<file path="src/sv/critically_damped_vector_smoother_macros.svh">
// Assertion macros shared by the smoother modules.
`ifndef CRITICALLY_DAMPED_VECTOR_SMOOTHER_MACROS_SVH
`define CRITICALLY_DAMPED_VECTOR_SMOOTHER_MACROS_SVH
`ifndef NO_ASSERTIONS
`define CDVS_ASSERT_IMP(label, clk, rstn, ante, cons) \
    label: assert property (@(posedge clk) disable iff (!rstn) (ante) |-> (cons)) \
        else $error("assertion failed");
`define CDVS_ASSERT_NXT(label, clk, rstn, ante, cons) \
    label: assert property (@(posedge clk) disable iff (!rstn) (ante) |=> (cons)) \
        else $error("assertion failed");
`else
`define CDVS_ASSERT_IMP(label, clk, rstn, ante, cons)
`define CDVS_ASSERT_NXT(label, clk, rstn, ante, cons)
`endif
`endif

</file>
<file path="src/sv/cdvs_pkg.sv">
// Shared types, constants and helpers of the vector smoother.
package cdvs_pkg;
    localparam int FRAC_BITS = 16;
    localparam logic [1:0] REG_SMOOTH_TIME = 2'd0;
    localparam logic [1:0] REG_MAX_SPEED   = 2'd1;
    localparam logic [1:0] REG_DELTA_TIME  = 2'd2;
    localparam longint ONE_Q = longint'(1) << FRAC_BITS;
    localparam longint FLOOR_RAW = (ONE_Q + 5000) / 10000;
    localparam logic [30:0] FLOOR_T = (FLOOR_RAW < 1) ? 31'd1 : 31'(FLOOR_RAW);
    localparam logic [31:0] EPS_Q = 32'((ONE_Q + 50000) / 100000);
    localparam logic [31:0] C048 = 32'((48 * ONE_Q + 50) / 100);
    localparam logic [31:0] C0235 = 32'((235 * ONE_Q + 500) / 1000);
    localparam logic [31:0] ONE_C = 32'(ONE_Q);

    typedef enum logic [4:0] {
        ST_IDLE, ST_OMEGA, ST_X, ST_X2, ST_X3, ST_DEN1, ST_DEN2, ST_EXP,
        ST_CHG, ST_SQ, ST_MC, ST_MC2, ST_CMP, ST_SQRT, ST_CLAMP,
        ST_T1, ST_T2, ST_V1, ST_V2, ST_R1, ST_R2, ST_NEXTC, ST_DOT, ST_FIN, ST_OUT
    } state_t;

    typedef enum logic [1:0] {DIV_NONE, DIV_OMEGA, DIV_EXP, DIV_CLAMP} div_sel_t;

    typedef struct packed {
        state_t   state;
        logic [1:0] comp;
        logic     div_start;
        div_sel_t div_sel;
        logic     sqrt_start;
        logic     load;
        logic     commit;
    } cmd_t;

    typedef struct packed {
        logic div_done;
        logic sqrt_done;
        logic need_clamp;
    } sts_t;

    function automatic logic signed [31:0] sat32(input logic signed [65:0] v);
        if (v > 66'sd2147483647) return 32'sh7fffffff;
        if (v < -66'sd2147483648) return 32'sh80000000;
        return v[31:0];
    endfunction

    function automatic logic signed [31:0] qmul(input logic signed [31:0] a,
                                                input logic signed [31:0] b);
        logic [31:0] ma, mb;
        logic [63:0] p, r;
        logic neg;
        ma = a[31] ? 32'(-a) : a;
        mb = b[31] ? 32'(-b) : b;
        p = 64'(ma) * 64'(mb);
        r = (p + (64'd1 << (FRAC_BITS - 1))) >> FRAC_BITS;
        neg = a[31] ^ b[31];
        if (neg) return (r >= 64'h80000000) ? 32'sh80000000 : 32'(-r);
        return (r > 64'h7fffffff) ? 32'sh7fffffff : r[31:0];
    endfunction
endpackage

</file>
<file path="src/sv/cdvs_ctrl.sv">
// Controller state machine that sequences the datapath.
module cdvs_ctrl (
    input  logic           aclk,
    input  logic           aresetn,
    input  logic           in_fire,
    input  logic           out_free,
    input  cdvs_pkg::sts_t sts,
    output cdvs_pkg::cmd_t cmd,
    output logic           busy,
    output logic           result_ready
);
    import cdvs_pkg::*;
    `include "critically_damped_vector_smoother_macros.svh"
    state_t state_reg, state_next;
    logic [1:0] comp_reg, comp_next;
    logic pend_reg, pend_next;

    always_ff @(posedge aclk) begin
        if (!aresetn) begin
            state_reg <= ST_IDLE;
            comp_reg <= '0;
            pend_reg <= 1'b0;
        end else begin
            state_reg <= state_next;
            comp_reg <= comp_next;
            pend_reg <= pend_next;
        end
    end

    always_comb begin
        state_next = state_reg;
        comp_next = comp_reg;
        pend_next = pend_reg;
        cmd = '0;
        cmd.state = state_reg;
        cmd.comp = comp_reg;
        unique case (state_reg)
            ST_IDLE: if (in_fire) begin
                cmd.load = 1'b1;
                state_next = ST_OMEGA;
                pend_next = 1'b1;
            end
            ST_OMEGA: begin
                cmd.div_sel = DIV_OMEGA;
                cmd.div_start = pend_reg;
                pend_next = 1'b0;
                if (sts.div_done) state_next = ST_X;
            end
            ST_X: state_next = ST_X2;
            ST_X2: state_next = ST_X3;
            ST_X3: state_next = ST_DEN1;
            ST_DEN1: state_next = ST_DEN2;
            ST_DEN2: begin
                state_next = ST_EXP;
                pend_next = 1'b1;
            end
            ST_EXP: begin
                cmd.div_sel = DIV_EXP;
                cmd.div_start = pend_reg;
                pend_next = 1'b0;
                if (sts.div_done) begin
                    state_next = ST_CHG;
                    comp_next = 2'd0;
                end
            end
            ST_CHG: state_next = ST_SQ;
            ST_SQ: begin
                if (comp_reg == 2'd2) begin
                    state_next = ST_MC;
                    comp_next = 2'd0;
                end else begin
                    state_next = ST_CHG;
                    comp_next = comp_reg + 2'd1;
                end
            end
            ST_MC: state_next = ST_MC2;
            ST_MC2: state_next = ST_CMP;
            ST_CMP: begin
                if (sts.need_clamp) begin
                    state_next = ST_SQRT;
                    pend_next = 1'b1;
                end else state_next = ST_T1;
            end
            ST_SQRT: begin
                cmd.sqrt_start = pend_reg;
                pend_next = 1'b0;
                if (sts.sqrt_done) begin
                    state_next = ST_CLAMP;
                    pend_next = 1'b1;
                end
            end
            ST_CLAMP: begin
                cmd.div_sel = DIV_CLAMP;
                cmd.div_start = pend_reg;
                pend_next = 1'b0;
                if (sts.div_done) begin
                    pend_next = 1'b1;
                    if (comp_reg == 2'd2) begin
                        state_next = ST_T1;
                        comp_next = 2'd0;
                    end else comp_next = comp_reg + 2'd1;
                end
            end
            ST_T1: state_next = ST_T2;
            ST_T2: state_next = ST_V1;
            ST_V1: state_next = ST_V2;
            ST_V2: state_next = ST_R1;
            ST_R1: state_next = ST_R2;
            ST_R2: state_next = ST_DOT;
            ST_DOT: begin
                if (comp_reg == 2'd2) begin
                    state_next = ST_FIN;
                    comp_next = 2'd0;
                end else begin
                    state_next = ST_T1;
                    comp_next = comp_reg + 2'd1;
                end
            end
            ST_FIN: state_next = ST_OUT;
            ST_OUT: if (out_free) begin
                cmd.commit = 1'b1;
                state_next = ST_IDLE;
            end
            default: state_next = ST_IDLE;
        endcase
    end

    assign busy = state_reg != ST_IDLE;
    assign result_ready = state_reg == ST_OUT && out_free;

    `CDVS_ASSERT_IMP(a_load_idle, aclk, aresetn, cmd.load, state_reg == ST_IDLE)
    `CDVS_ASSERT_NXT(a_commit_idle, aclk, aresetn, cmd.commit, state_reg == ST_IDLE)
    `CDVS_ASSERT_IMP(a_comp_range, aclk, aresetn, 1'b1, comp_reg != 2'd3)
endmodule

</file>
<file path="config.mk">
export PLATFORM = sky130hd
export DESIGN_NAME = cdvs_ctrl
export DESIGN_NICKNAME = d
export VERILOG_FILES = /design/src/sv/cdvs_pkg.sv /design/src/sv/cdvs_ctrl.sv
export VERILOG_INCLUDE_DIRS = /design/src /design/src/sv
export SDC_FILE = /design/constraint.sdc
export NUM_CORES = 1
export LEC_CHECK = 0
export BUFFER_PORTS_ARGS = -buffer_cell sky130_fd_sc_hd__buf_4
export CAP_MARGIN = 15
export CORE_MARGIN = 2
export CORE_UTILIZATION = 50
export CTS_CLUSTER_SIZE = 10
export DETAILED_ROUTE_END_ITERATION = 8
export PLACE_DENSITY = 0.77
export SLEW_MARGIN = 20
export SYNTH_ARGS = -nofsm -noshare
export SYNTH_HDL_FRONTEND = slang
export SYNTH_SLANG_ARGS = --single-unit
</file>
<file path="constraint.sdc">
create_clock -name aclk -period 2.05 [get_ports aclk]
set_clock_uncertainty 0.2 [all_clocks]
set_input_delay 0.205 -clock aclk [delete_from_list [all_inputs] [get_ports aclk]]
set_output_delay 0.205 -clock aclk [all_outputs]
set_load 0.005 [all_outputs]
</file>
==> impl_metrics.json <==
{
  "status": "complete, no violations",
  "gp_congestion": 0.869,
  "timing.setup.tns_ns": 0,
  "synth_seq_cells": 8,
  "die_w_um": 43.3,
  "rsz0062_at_grt": "false",
  "final_antenna_net_count": 0,
  "power.density_mw_per_mm2": 1310,
  "path_class": "flip-flop to output port",
  "cts_hold_buf": 0,
  "first_pass_iters": 4,
  "coreArea_mm2": 0.00147,
  "grt_max_degree": 13,
  "dp_hpwl_mm": 1.65,
  "grt_overflow": 0,
  "postLayoutCellArea_mm2": 0.00101,
  "pin_count": 22,
  "power_mw": 1.32,
  "start_kind": "flip-flop",
  "tightest_slew_ns": 0.397,
  "mostFrequentLayoutCells": "28 x buf_4, 16 x nand2_1, 8 x o21ai_0",
  "cts_sinks": 8,
  "die_area_mm2": 0.00187,
  "critPathCaptureType": "output port",
  "ctsRootBufferMaster": "clkbuf_4",
  "postCtsSetupRepairBufs": 0,
  "yosysUniqueCellTypes": 41,
  "cp.required_ns": 1.64,
  "fin_cells": 148,
  "fmax_mhz": 514,
  "dp.cells": 145,
  "dpl_cell_area_um2": 956,
  "setup_viol": 0,
  "synth_top_cell_by_area": "dfxtp_1",
  "drtIter0Drc": 45,
  "nNetsFinal": 141,
  "track_usage_pct": 25.2,
  "min_path_type": "input pin to flip-flop",
  "cts_inserted_buffers": 3,
  "cts_resized": 3,
  "synth_area_um2": 772,
  "maxSlewHeadroom_pct": 73.1,
  "fin_util_pct": 68.7,
  "syn-num-nets": 116,
  "num_antenna_cells": 0,
  "drive_gt1_share_pct": 33.3,
  "routed_via_density": 6.22,
  "clk_latency_ns": 0.26,
  "vias": 921,
  "largest_reg_flops": 5,
  "fillers": 137,
  "antenna_found_initial": 0,
  "ir_drop_mv": 0.702,
  "cp.arrival_ns": 1.54,
  "slew_violations": 0,
  "maxCapViolations": 0,
  "ys.warnings.count": 0,
  "cts_tree": "done",
  "synth.top_cell.area_share_pct": 20.7,
  "layout_commonest_cell": "buf_4",
  "h-tree-depth": 1,
  "synthTopCellsByArea": "dfxtp_1 21%, nand2_1 7.8%, o21ai_0 5.2%",
  "fin_crit_ns": 1.94,
  "drc": 0,
  "p_leak_nw": 0.425,
  "grt_pass1_vias": 851,
  "syn_inst": 109,
  "clockBufferDepth": 2,
  "ff_latch_area_um2": 166,
  "area_growth_pct": 31.0,
  "wl_per_cell_um": 14.8,
  "portBuffers": 21,
  "critPathMaxFanout": 11,
  "initial_core_util_pct": 52.5,
  "multiInputGateArea_um2": 558,
  "fp-row-count": 14,
  "clk_pin_slew_worst_paths_ns": 0.06,
  "grt_pass1_wl_mm": 3.61,
  "die_y_um": 43.3,
  "hold_viol": 0,
  "drt-total-wl_mm": 2.19,
  "syn_avg_cell_area_um2": 7.08,
  "fin_crit_sh_pct": 94.8,
  "ys_seq_area_share_pct": 20.7
}
[metrics by stage]
stage	hold slack (ns)	setup WS [ns]
floorplan	0.146	0.331
global placement	0.298	0.124
detailed placement	0.310	0.0945
CTS	0.0398	0.00471
global route	0.0562	0.0262
finish	0.0470	0.106
[where the power goes]
part           internal [mW]  switching [mW]
registers              0.214          0.0929
clock network         0.0675          0.0604
logic                  0.464           0.424
total                  0.745           0.578
[cells by family after synthesis]
kind of cell / count (synthesis) / share of synthesized area [%]
XOR/XNOR: 1 / 1.13
buffers and inverters: 15 / 9.89
flip-flops: 8 / 20.7
AO/OA/AOI/OAI: 32 / 28.7
AND/OR/NAND/NOR: 51 / 37.0
multiplexers: 2 / 2.59
[cell type report]
type | instances | share of cell area (%)
multi-input cells | 86 | 55.2
repair buffers | 29 | 21.9
flip-flops and latches | 8 | 16.5
clock buffers | 3 | 2.23
inverters | 6 | 2.23
well taps | 16 | 1.98
[critical path: stages (launching register included)]
cell and delay, ns:
dfxtp_2 0.37, or3b_4 0.43, nand2b_4 0.16, a211oi_2 0.18, buf_4 0.14
[Yosys cell counts (all sizes together)]
master	instances
nand2b	3
o31ai	1
o21a	1
and3b	1
nand2	16
nand3	4
inv	6
nor3b	2
nor2b	6
o22ai	1
buf	7
a221oi	1
a31oi	1
mux2i	2
o311ai	1
xor2	1
a211oi	1
o21ai	10
o2111ai	1
a21oi	4
nand3b	3
o22a	1
nor2	7
and4	1
o211ai	2
nand4b	1
o311a	2
a22oi	2
nand4	2
and3	1
dfxtp	8
or3b	2
clkbuf	2
o32ai	1
a21boi	1
nor3	2
a31o	1
[final timing paths]
kind	slack, ns	cells past startpoint	endpoint	startpoint
worst max-delay path	0.11	4	cmd[5]	state_reg[1]
worst min-delay path	0.05	2	state_reg[1]	aresetn
worst max register to register	0.16	5	state_reg[3]	state_reg[4]
worst min register to register	0.32	2	comp_reg[1]	comp_reg[1]
[metal layers]
metal / track usage (%) / vias up / routed length (µm)
li1: - / 440 / -
met1: 30.9 / 430 / 948
met2: 41.8 / 46 / 1000
met3: 4.26 / 5 / 200
met4: 12.1 / 0 / 38
met5: 0 / - / 0
No activity file was read; power rests on OpenSTA's default activity.
